### src/sv/lom_pkg.sv
package lom_pkg;

	typedef struct packed {
		logic        func;
		logic [15:0] order_id;
		logic [15:0] price;
		logic [15:0] amount;
		logic [7:0]  client_id;
	} in_item_t;

	typedef struct packed {
		logic [1:0]  kind;
		logic [7:0]  dest_client;
		logic [15:0] result_order_id;
		logic [15:0] result_price;
		logic [15:0] result_amount;
		logic [1:0]  reason;
		logic        last;
	} out_item_t;

	// one resting order as read from the book
	typedef struct packed {
		logic        valid;
		logic [15:0] order_id;
		logic [7:0]  client;
		logic [15:0] price;
		logic [15:0] amount;
		logic [31:0] arrival;
	} entry_t;

	typedef enum logic [1:0] {
		WR_NONE,
		WR_PLACE,
		WR_CLEAR,
		WR_AMOUNT
	} wr_op_t;

	// write command from the sequencer to the book
	typedef struct packed {
		wr_op_t      op;
		logic        side;
		logic [15:0] order_id;
		logic [7:0]  client;
		logic [15:0] price;
		logic [15:0] amount;
		logic [31:0] arrival;
	} book_wr_t;

	localparam logic [1:0] KIND_PLACED   = 2'd0;
	localparam logic [1:0] KIND_TRADED   = 2'd1;
	localparam logic [1:0] KIND_CANCELED = 2'd2;
	localparam logic [1:0] KIND_REJECTED = 2'd3;

	localparam logic [1:0] RSN_NONE    = 2'd0;
	localparam logic [1:0] RSN_USER    = 2'd0;
	localparam logic [1:0] RSN_FILLED  = 2'd1;
	localparam logic [1:0] RSN_INVALID = 2'd0;
	localparam logic [1:0] RSN_DUP     = 2'd1;
	localparam logic [1:0] RSN_FULL    = 2'd2;

	localparam logic FUNC_PLACE  = 1'b0;
	localparam logic FUNC_CANCEL = 1'b1;

	typedef enum logic [3:0] {
		S_IDLE,
		S_CSCAN,
		S_UCAN,
		S_DUP,
		S_REJ,
		S_BEST,
		S_FILL,
		S_E_TIN,
		S_E_TREST,
		S_E_CREST,
		S_E_CIN,
		S_REST,
		S_FLUSH
	} state_t;

endpackage

### src/sv/limit_order_matching.sv
// A cancel scans both sides of the book for its order id; a valid place first scans both sides
// for a duplicate id, then scans the opposite side for the best order before each fill and emits
// its results one at a time, all through the single book read port stepped one slot a cycle.
// One item at a time: in_stall stays high until its last result sits in the output register,
// and the next item is taken from the idle state.
// Reset clears all occupancy bits, the arrival counter and both output stages at once.
module limit_order_matching #(
	parameter int BOOK_DEPTH = 16
) (
	input  logic                clk,
	input  logic                arst_n,
	input  logic                in_valid,
	output logic                in_stall,
	input  lom_pkg::in_item_t   in_data,
	output logic                out_valid,
	input  logic                out_stall,
	output lom_pkg::out_item_t  out_data
);
	import lom_pkg::*;

	localparam int IW = (BOOK_DEPTH > 1) ? $clog2(BOOK_DEPTH) : 1;
	localparam logic [IW-1:0] IDX_LAST = IW'(BOOK_DEPTH - 1);

	state_t      state_q, state_d;
	logic [15:0] id_q, price_q, rem_q;
	logic [7:0]  cl_q;
	logic [1:0]  rej_q;
	logic        sc_side_q;
	logic [IW-1:0] idx_q;
	logic        free_found_q;
	logic [IW-1:0] free_idx_q;
	logic        best_found_q;
	logic [IW-1:0] best_idx_q;
	logic [15:0] best_price_q, best_amt_q, best_id_q;
	logic [31:0] best_arr_q;
	logic [7:0]  best_cl_q;
	logic [15:0] t_q, ra_q;
	logic [31:0] arrival_q;
	out_item_t   pend_q, out_q;
	logic        pend_valid_q, out_valid_q;

	entry_t      rd;
	book_wr_t    wr;
	logic [IW-1:0] wr_idx;

	logic        item_side;
	logic        out_free, can_push, emit_req, fire, flush_fire, better, crosses, idx_end;
	out_item_t   emit_item;
	logic [15:0] t_d;

	assign item_side  = id_q[0];
	assign out_free  = !out_valid_q || !out_stall;
	assign can_push  = !pend_valid_q || out_free;
	assign fire      = emit_req && can_push;
	assign flush_fire = (state_q == S_FLUSH) && can_push;
	assign idx_end   = (idx_q == IDX_LAST);
	assign in_stall  = (state_q != S_IDLE);
	assign out_valid = out_valid_q;
	assign out_data  = out_q;

	lom_book #(.DEPTH(BOOK_DEPTH), .IW(IW)) u_book (
		.clk     (clk),
		.arst_n  (arst_n),
		.rd_side (sc_side_q),
		.rd_idx  (idx_q),
		.rd_entry(rd),
		.wr      (wr),
		.wr_idx  (wr_idx)
	);

	// compare unit: rank the scanned slot against the best so far
	always_comb begin
		better = !best_found_q;
		if (best_found_q) begin
			if (rd.price != best_price_q)
				better = sc_side_q ? (rd.price < best_price_q) : (rd.price > best_price_q);
			else
				better = (rd.arrival < best_arr_q);
		end
		crosses = item_side ? (price_q <= best_price_q) : (price_q >= best_price_q);
		t_d   = (rem_q < best_amt_q) ? rem_q : best_amt_q;
	end

	// next state, result and book write
	always_comb begin
		state_d   = state_q;
		emit_req  = 1'b0;
		emit_item = '0;
		wr        = '0;
		wr.op     = WR_NONE;
		wr_idx    = best_idx_q;
		unique case (state_q)
			S_IDLE: begin
				if (in_valid) begin
					if (in_data.func == FUNC_CANCEL)
						state_d = S_CSCAN;
					else if (in_data.price == 16'd0 || in_data.amount == 16'd0)
						state_d = S_REJ;
					else
						state_d = S_DUP;
				end
			end
			S_CSCAN: begin
				if (rd.valid && rd.order_id == id_q)
					state_d = S_UCAN;
				else if (idx_end && sc_side_q)
					state_d = S_FLUSH;
			end
			S_UCAN: begin
				emit_req  = 1'b1;
				emit_item = '{KIND_CANCELED, best_cl_q, id_q, 16'd0, 16'd0, RSN_USER, 1'b0};
				if (fire) begin
					wr.op   = WR_CLEAR;
					wr.side = sc_side_q;
					state_d = S_FLUSH;
				end
			end
			S_DUP: begin
				if (rd.valid && rd.order_id == id_q)
					state_d = S_REJ;
				else if (idx_end && sc_side_q)
					state_d = S_BEST;
			end
			S_REJ: begin
				emit_req  = 1'b1;
				emit_item = '{KIND_REJECTED, cl_q, id_q, 16'd0, 16'd0, rej_q, 1'b0};
				if (fire)
					state_d = S_FLUSH;
			end
			S_BEST: begin
				if (idx_end)
					state_d = S_FILL;
			end
			S_FILL: begin
				state_d = (best_found_q && crosses) ? S_E_TIN : S_REST;
			end
			S_E_TIN: begin
				emit_req  = 1'b1;
				emit_item = '{KIND_TRADED, cl_q, id_q, best_price_q, t_q, RSN_NONE, 1'b0};
				if (fire)
					state_d = S_E_TREST;
			end
			S_E_TREST: begin
				emit_req  = 1'b1;
				emit_item = '{KIND_TRADED, best_cl_q, best_id_q, best_price_q, t_q, RSN_NONE,
					1'b0};
				if (fire) begin
					wr.side   = sc_side_q;
					wr.amount = ra_q;
					wr.op     = (ra_q == 16'd0) ? WR_CLEAR : WR_AMOUNT;
					if (ra_q == 16'd0)
						state_d = S_E_CREST;
					else if (rem_q == 16'd0)
						state_d = S_E_CIN;
					else
						state_d = S_BEST;
				end
			end
			S_E_CREST: begin
				emit_req  = 1'b1;
				emit_item = '{KIND_CANCELED, best_cl_q, best_id_q, 16'd0, 16'd0, RSN_FILLED,
					1'b0};
				if (fire)
					state_d = (rem_q == 16'd0) ? S_E_CIN : S_BEST;
			end
			S_E_CIN: begin
				emit_req  = 1'b1;
				emit_item = '{KIND_CANCELED, cl_q, id_q, 16'd0, 16'd0, RSN_FILLED, 1'b0};
				if (fire)
					state_d = S_FLUSH;
			end
			S_REST: begin
				emit_req = 1'b1;
				if (free_found_q)
					emit_item = '{KIND_PLACED, cl_q, id_q, price_q, rem_q, RSN_NONE, 1'b0};
				else
					emit_item = '{KIND_REJECTED, cl_q, id_q, 16'd0, 16'd0, RSN_FULL, 1'b0};
				if (fire) begin
					if (free_found_q) begin
						wr.op       = WR_PLACE;
						wr.side     = item_side;
						wr.order_id = id_q;
						wr.client   = cl_q;
						wr.price    = price_q;
						wr.amount   = rem_q;
						wr.arrival  = arrival_q;
						wr_idx      = free_idx_q;
					end
					state_d = S_FLUSH;
				end
			end
			S_FLUSH: begin
				if (flush_fire)
					state_d = S_IDLE;
			end
			default: state_d = S_IDLE;
		endcase
	end

	// sequencer state
	always_ff @(posedge clk or negedge arst_n) begin
		if (!arst_n)
			state_q <= S_IDLE;
		else
			state_q <= state_d;
	end

	// arrival counter, then item registers, scan index and best-order tracking
	always_ff @(posedge clk or negedge arst_n) begin
		if (!arst_n) begin
			arrival_q <= '0;
		end else if (state_q == S_REST && fire && free_found_q) begin
			arrival_q <= arrival_q + 32'd1;
		end
	end

	always_ff @(posedge clk) begin
		unique case (state_q)
			S_IDLE: begin
				id_q         <= in_data.order_id;
				price_q      <= in_data.price;
				rem_q        <= in_data.amount;
				cl_q         <= in_data.client_id;
				rej_q        <= RSN_INVALID;
				sc_side_q    <= 1'b0;
				idx_q        <= '0;
				free_found_q <= 1'b0;
			end
			S_CSCAN, S_DUP: begin
				if (rd.valid && rd.order_id == id_q) begin
					best_idx_q <= idx_q;
					best_cl_q  <= rd.client;
					rej_q      <= RSN_DUP;
				end else begin
					if (state_q == S_DUP && sc_side_q == item_side && !rd.valid &&
						!free_found_q) begin
						free_found_q <= 1'b1;
						free_idx_q   <= idx_q;
					end
					if (idx_end) begin
						idx_q <= '0;
						sc_side_q <= (state_q == S_DUP && sc_side_q) ? !item_side : 1'b1;
					end else begin
						idx_q <= idx_q + IW'(1);
					end
					if (state_q == S_DUP && idx_end && sc_side_q)
						best_found_q <= 1'b0;
				end
			end
			S_BEST: begin
				if (rd.valid && better) begin
					best_found_q <= 1'b1;
					best_idx_q   <= idx_q;
					best_price_q <= rd.price;
					best_amt_q   <= rd.amount;
					best_arr_q   <= rd.arrival;
					best_id_q    <= rd.order_id;
					best_cl_q    <= rd.client;
				end
				idx_q <= idx_end ? '0 : idx_q + IW'(1);
			end
			S_FILL: begin
				// trade only against a crossing best order
				if (best_found_q && crosses) begin
					t_q   <= t_d;
					rem_q <= rem_q - t_d;
					ra_q  <= best_amt_q - t_d;
				end
			end
			S_E_CREST, S_E_TREST: begin
				if (fire)
					best_found_q <= 1'b0;
			end
			default: ;
		endcase
	end

	// hold one result back so the final one can carry last
	always_ff @(posedge clk or negedge arst_n) begin
		if (!arst_n) begin
			pend_valid_q <= 1'b0;
			out_valid_q  <= 1'b0;
		end else begin
			if (fire) begin
				pend_valid_q <= 1'b1;
				if (pend_valid_q)
					out_valid_q <= 1'b1;
				else if (!out_stall)
					out_valid_q <= 1'b0;
			end else if (flush_fire && pend_valid_q) begin
				pend_valid_q <= 1'b0;
				out_valid_q  <= 1'b1;
			end else if (!out_stall) begin
				out_valid_q <= 1'b0;
			end
		end
	end

	always_ff @(posedge clk) begin
		if (fire) begin
			pend_q <= emit_item;
			if (pend_valid_q)
				out_q <= pend_q;
		end else if (flush_fire && pend_valid_q) begin
			out_q <= out_item_t'({pend_q[$bits(out_item_t)-1:1], 1'b1});
		end
	end

	// checks
	a_idle_no_pending: assert property (@(posedge clk) disable iff (!arst_n)
		state_q == S_IDLE |-> !pend_valid_q)
		else $error("result held back while idle");
	a_trade_nonzero: assert property (@(posedge clk) disable iff (!arst_n)
		state_q == S_E_TIN |-> t_q != 16'd0)
		else $error("zero amount trade");
	a_arrival_step: assert property (@(posedge clk) disable iff (!arst_n)
		arrival_q != $past(arrival_q) |-> $past(state_q) == S_REST)
		else $error("arrival counter moved outside resting");

endmodule

### src/sv/lom_book.sv
module lom_book #(
	parameter int DEPTH = 16,
	parameter int IW    = 4
) (
	input  logic              clk,
	input  logic              arst_n,
	input  logic              rd_side,
	input  logic [IW-1:0]     rd_idx,
	output lom_pkg::entry_t   rd_entry,
	input  lom_pkg::book_wr_t wr,
	input  logic [IW-1:0]     wr_idx
);
	import lom_pkg::*;

	logic        valid_q  [2][DEPTH];
	logic [15:0] id_q     [2][DEPTH];
	logic [7:0]  client_q [2][DEPTH];
	logic [15:0] price_q  [2][DEPTH];
	logic [15:0] amount_q [2][DEPTH];
	logic [31:0] arr_q    [2][DEPTH];

	// present the addressed slot to the sequencer
	always_comb begin
		rd_entry.valid    = valid_q[rd_side][rd_idx];
		rd_entry.order_id = id_q[rd_side][rd_idx];
		rd_entry.client   = client_q[rd_side][rd_idx];
		rd_entry.price    = price_q[rd_side][rd_idx];
		rd_entry.amount   = amount_q[rd_side][rd_idx];
		rd_entry.arrival  = arr_q[rd_side][rd_idx];
	end

	// occupancy bits
	always_ff @(posedge clk or negedge arst_n) begin
		if (!arst_n) begin
			for (int s = 0; s < 2; s++)
				for (int i = 0; i < DEPTH; i++)
					valid_q[s][i] <= 1'b0;
		end else begin
			unique case (wr.op)
				WR_PLACE: valid_q[wr.side][wr_idx] <= 1'b1;
				WR_CLEAR: valid_q[wr.side][wr_idx] <= 1'b0;
				default: ;
			endcase
		end
	end

	// order payload
	always_ff @(posedge clk) begin
		unique case (wr.op)
			WR_PLACE: begin
				id_q[wr.side][wr_idx]     <= wr.order_id;
				client_q[wr.side][wr_idx] <= wr.client;
				price_q[wr.side][wr_idx]  <= wr.price;
				amount_q[wr.side][wr_idx] <= wr.amount;
				arr_q[wr.side][wr_idx]    <= wr.arrival;
			end
			WR_AMOUNT: amount_q[wr.side][wr_idx] <= wr.amount;
			default: ;
		endcase
	end

endmodule
### config.mk
export PLATFORM = sky130hd
export DESIGN_NAME = limit_order_matching
export DESIGN_NICKNAME = d
export VERILOG_FILES = /design/src/sv/lom_pkg.sv /design/src/sv/limit_order_matching.sv /design/src/sv/lom_book.sv
export SDC_FILE = /design/constraint.sdc
export NUM_CORES = 2
export LEC_CHECK = 0
export BUFFER_PORTS_ARGS = -buffer_cell sky130_fd_sc_hd__buf_2
export CORE_ASPECT_RATIO = 1.75
export CORE_MARGIN = 8
export CORE_UTILIZATION = 33
export DETAILED_ROUTE_END_ITERATION = 6
export PLACE_DENSITY = 0.5
export SYNTH_ARGS = -nofsm -noshare
export SYNTH_HDL_FRONTEND = slang
export SYNTH_HIERARCHICAL = 1
export SYNTH_SLANG_ARGS = --single-unit
### constraint.sdc
create_clock -name clk -period 8.7 [get_ports clk]
set_input_delay 1.74 -clock clk [delete_from_list [all_inputs] [get_ports clk]]
set_output_delay 1.74 -clock clk [all_outputs]
set_load 0.02 [all_outputs]
==> results.sh <==
export IMPL_maxCapViolations=0
export IMPL_post_route_drc_count=0
export IMPL_synth_area_leaders="sky130_fd_sc_hd__edfxtp_1 75%, sky130_fd_sc_hd__mux4_2 12%, sky130_fd_sc_hd__o22ai_1 1.5%"
export IMPL_grt_pass1_wl_mm=526
export IMPL_area_growth_synth_to_final_pct=14.0
export IMPL_timing_final_crit_share_pct=74.6
export IMPL_seq_power_share_pct=43.7
export IMPL_r2r_cells=18
export IMPL_setup_violations_final=0
export IMPL_sw_frac_of_total_pct=31.3
export IMPL_clk_path_buf_depth=4
export IMPL_final_setup_margin_ns=2.21
export IMPL_portBuffers=123
export IMPL_grt_start_max_net_pins=123
export IMPL_cts_max_level=5
export IMPL_highest_signal_layer="met5"
export IMPL_cp_data_arrival_time_ns=7.09
export IMPL_totalNegativeSetupSlack_ns=0
export IMPL_power_combinational_fraction_pct=24.9
export IMPL_detail_route_vias_per_cell=5.45
export IMPL_worst_hold_startpoint="pend_q[26]"
export IMPL_rsz0062_at_grt="no"
export IMPL_io_pins=124
export IMPL_preCtsSetupSlack_ns=2.13
export IMPL_holdCritPathClass="reg2reg"
export IMPL_layout_min_cycle_time_ns=6.49
export IMPL_grt_pass1_vias=65700
export IMPL_fraction_of_power_consumed_by_the_clock_network_pct=31.4
export IMPL_crit_reg2reg_launch="idx_q[3]"
export IMPL_crit_reg2reg_capture="best_cl_q[5]"
export IMPL_crit_path_start_kind="register"
export IMPL_async_flop_share_pct=2.19
export IMPL_crit_fanout=26
export IMPL_die_h_um=828
export IMPL_clkTransAtPathRegs_ns=0.07
export IMPL_timing_critical_path_required_ns=9.30
export IMPL_p_leak_nw=40.6
export IMPL_synthCells=6029
export IMPL_detail_route_first_pass_iterations=6
export IMPL_hold_viol_final=0
export IMPL_syn_cell_area_sq_mm=0.124
export IMPL_cts_inserted_buffers=303
export IMPL_setup_clock_skew_after_layout_ns=0.0767
export IMPL_path_cells="buf_4, nor2_1, nand2_4, buf_12, buf_4, o22ai_1, nor4_2, ha_1, nand4_1, or2_2, nand2b_1, nor2_1, o211a_1, o31ai_1, buf_4, and4_1, nor3_2, buf_4"
export IMPL_insertion_delay_ns=0.90
export IMPL_total_wirelength_mm=378
export IMPL_run_status="finished, final reports clean"
export IMPL_detailroute_via_count=62900
export IMPL_dp_hpwl_mm=216
export IMPL_sequential_share_of_the_synthesized_area_pct=76.9
export IMPL_clock_root_buffer="sky130_fd_sc_hd__clkbuf_16"
export IMPL_pwr_dens_mw_per_mm2=296
export IMPL_drt_initial_drc_count=5675
export IMPL_globalplace_congestion=0.804
export IMPL_worst_setup_path_end_kind="register"
export IMPL_die_width_um=480
export IMPL_timing_critical_path_slowest_stage_cell="sky130_fd_sc_hd__nor4_2"
export IMPL_timing_max_slew_rel_slack_pct=11.6
export IMPL_synth_ff_latch_count=3199
export IMPL_core_sq_mm=0.376
export IMPL_internal_power_mw=28.8
export IMPL_synth_top_area_share_pct=75.5
export IMPL_report_final_slew_viol_count=0
export IMPL_peakVddDrop_mv=0.267
export IMPL_antenna_violating_nets_post_route=0
export IMPL_dr_wl_met3_mm=16.3
export IMPL_synth_top_cell_by_area="sky130_fd_sc_hd__edfxtp_1"
export IMPL_synthesis_yosys_warnings=6
export IMPL_syn_mean_instance_area_sq_um=20.6
export IMPL_detail_route_wl_per_cell_um=32.8
export IMPL_m1WireLength_mm=139
export IMPL_ys_flop_type="sky130_fd_sc_hd__edfxtp_1"
export IMPL_clock_sink_count=3199
export IMPL_path_class="reg2reg"
export IMPL_number_of_antenna_violations_at_the_first_check_in_global_routing=20
export IMPL_net_count_of_the_mapped_netlist=6199
export IMPL_die_area_sq_mm=0.398
export IMPL_crit_end="best_cl_q[5]"
export IMPL_max_slew_worst_pin_slew_ns=1.31
export IMPL_fmaxAchievable_mhz=154
export IMPL_cts_hold_repair_buffers=0
export IMPL_total_track_usage_pct=18.5
export IMPL_instances_no_fill=11500
export IMPL_cell_mode_on_critical_path="sky130_fd_sc_hd__buf_4"
export IMPL_cp_startpoint="idx_q[3]"
export IMPL_p_switching_mw=13.1
export IMPL_layout_common_cells="3129 x sky130_fd_sc_hd__edfxtp_1, 644 x sky130_fd_sc_hd__mux4_2, 310 x sky130_fd_sc_hd__clkbuf_16, 292 x sky130_fd_sc_hd__o22ai_1, 158 x sky130_fd_sc_hd__buf_4"
export IMPL_synth_edf_count=3129
export IMPL_total_setup_buffers_inserted_after_cts=0
export IMPL_layout_drive_gt1_share_pct=23.4
export IMPL_regToRegSetupSlack_ns=2.21
export IMPL_tritoncts="yes"
export IMPL_ctsResizeCount=0
export IMPL_gr_total_overflow=0
export IMPL_initial_utilization_pct=33.1
export IMPL_critical_path_max_stage_delay_ns=0.72
export IMPL_numPlacedInstances=11000
export IMPL_met2RoutedLength_mm=209
export IMPL_core_rowCount=298
export IMPL_layout_nets=6511
export IMPL_post_synth_num_cell_types=82
export IMPL_most_common_library_cell_in_the_layout_ignoring_fill_and_taps="sky130_fd_sc_hd__edfxtp_1"
## cell usage after synthesis, drive strengths merged (6+ instances only)
| master | number |
|---|---|
| xor2 | 22 |
| o31ai | 37 |
| nand3 | 57 |
| inv | 106 |
| a31oi | 9 |
| mux4 | 644 |
| nor2b | 25 |
| mux2i | 138 |
| a221oi | 9 |
| nand2 | 113 |
| and3 | 7 |
| a211oi | 23 |
| nand2b | 12 |
| a21oi | 83 |
| a21o | 52 |
| buf | 204 |
| ha | 107 |
| and2 | 76 |
| a22o | 48 |
| dfrtp | 70 |
| o221ai | 15 |
| xnor2 | 58 |
| edfxtp | 3129 |
| nor3 | 18 |
| nor4 | 87 |
| o211ai | 12 |
| a22oi | 92 |
| mux2 | 6 |
| nand4 | 45 |
| clkbuf | 112 |
| o22ai | 294 |
| o21ai | 90 |
| or2 | 6 |
| nor2 | 164 |
| o21a | 15 |
## kinds of logic (layout without fill, tap and decap cells)
kind of cell / Yosys count / in the layout / synth area share, %
adder cells (fa/ha/maj): 109 / 109 / 1.11
other: 0 / 12 / 0
XOR/XNOR: 80 / 80 / 0.563
AO/OA/AOI/OAI: 807 / 807 / 4.43
flip-flops: 3199 / 3199 / 76.9
multiplexers: 788 / 788 / 12.8
buffers and inverters: 422 / 969 / 1.62
AND/OR/NAND/NOR: 624 / 624 / 2.56
## cell type report
class / count / area, sq um
antenna: 12 / 30.0
clock buffer: 372 / 8040
clock inverter: 168 / 1570
fill: 34100 / 234000
inverter: 106 / 399
multi-input combinational: 2408 / 27400
sequential: 3199 / 95700
tap: 4950 / 6190
timing repair buffer: 323 / 2660
## critical path, delay by kind of cell, from the launching register on
kind	cells	cell delay (ns)
AND/OR/NAND/NOR	9	3.33
flip-flops	1	0.47
AO/OA/AOI/OAI	3	0.39
adder cells (fa/ha/maj)	1	0.25
buffers and inverters	5	1.63
## flip-flops by register name, summed over array words and instances (netlist names), 8 cells and up, named ones only
register,flops
arrival_q,32
best_arr_q,32
cl_q,8
u_book/price_q,512
best_cl_q,8
t_q,16
id_q,16
price_q,16
u_book/arr_q,1024
ra_q,16
out_data,61
best_id_q,16
pend_q,60
best_price_q,16
u_book/amount_q,512
u_book/id_q,512
u_book/client_q,256
rem_q,16
best_amt_q,16
## power by group through the flow
stage | Clock, mW | Sequential (mW) | Combinational, mW
after detailed placement | 0 | 18.7 | 10.6
after global placement | 0 | 18.6 | 10.6
final | 13.2 | 18.3 | 10.4
after global routing | 14.0 | 18.4 | 11.0
after floorplan | 0 | 18.7 | 6.28
after CTS | 13.5 | 18.3 | 10.6
## metal layers
metal	up-vias	global-route usage (%)
met4	10	6.48
met1	34600	21.3
met2	1944	35.1
li1	25800	-
met3	546	2.18
met5	-	0
## metrics by stage
| step | utilization [%] | hold WS, ns | area, sq um | power (mW) |
|---|---|---|---|---|
| finish | 37.8 | 0.419 | 142000 | 42.0 |
| global placement | 35.2 | 0.404 | 132000 | 29.2 |
| detailed placement | 35.2 | 0.406 | 132000 | 29.3 |
| CTS | 37.8 | 0.419 | 142000 | 42.5 |
| global route | 37.8 | 0.429 | 142000 | 43.4 |
| floorplan | - | 0.400 | 124000 | 24.9 |
## how the worst min path moves through the flow
| stage | endpoint | slack, ns | depth (start not counted) |
|---|---|---|---|
| 3_5_place_dp | out_data[9] | 0.41 | 0 |
| 2_1_floorplan | out_data[10] | 0.40 | 0 |
| 6_report | out_data[26] | 0.42 | 0 |
| 4_1_cts | out_data[26] | 0.42 | 0 |
| 3_3_place_gp | out_data[59] | 0.40 | 0 |
| 5_1_grt | out_data[40] | 0.43 | 0 |
No activity file was read; power rests on OpenSTA's default activity.
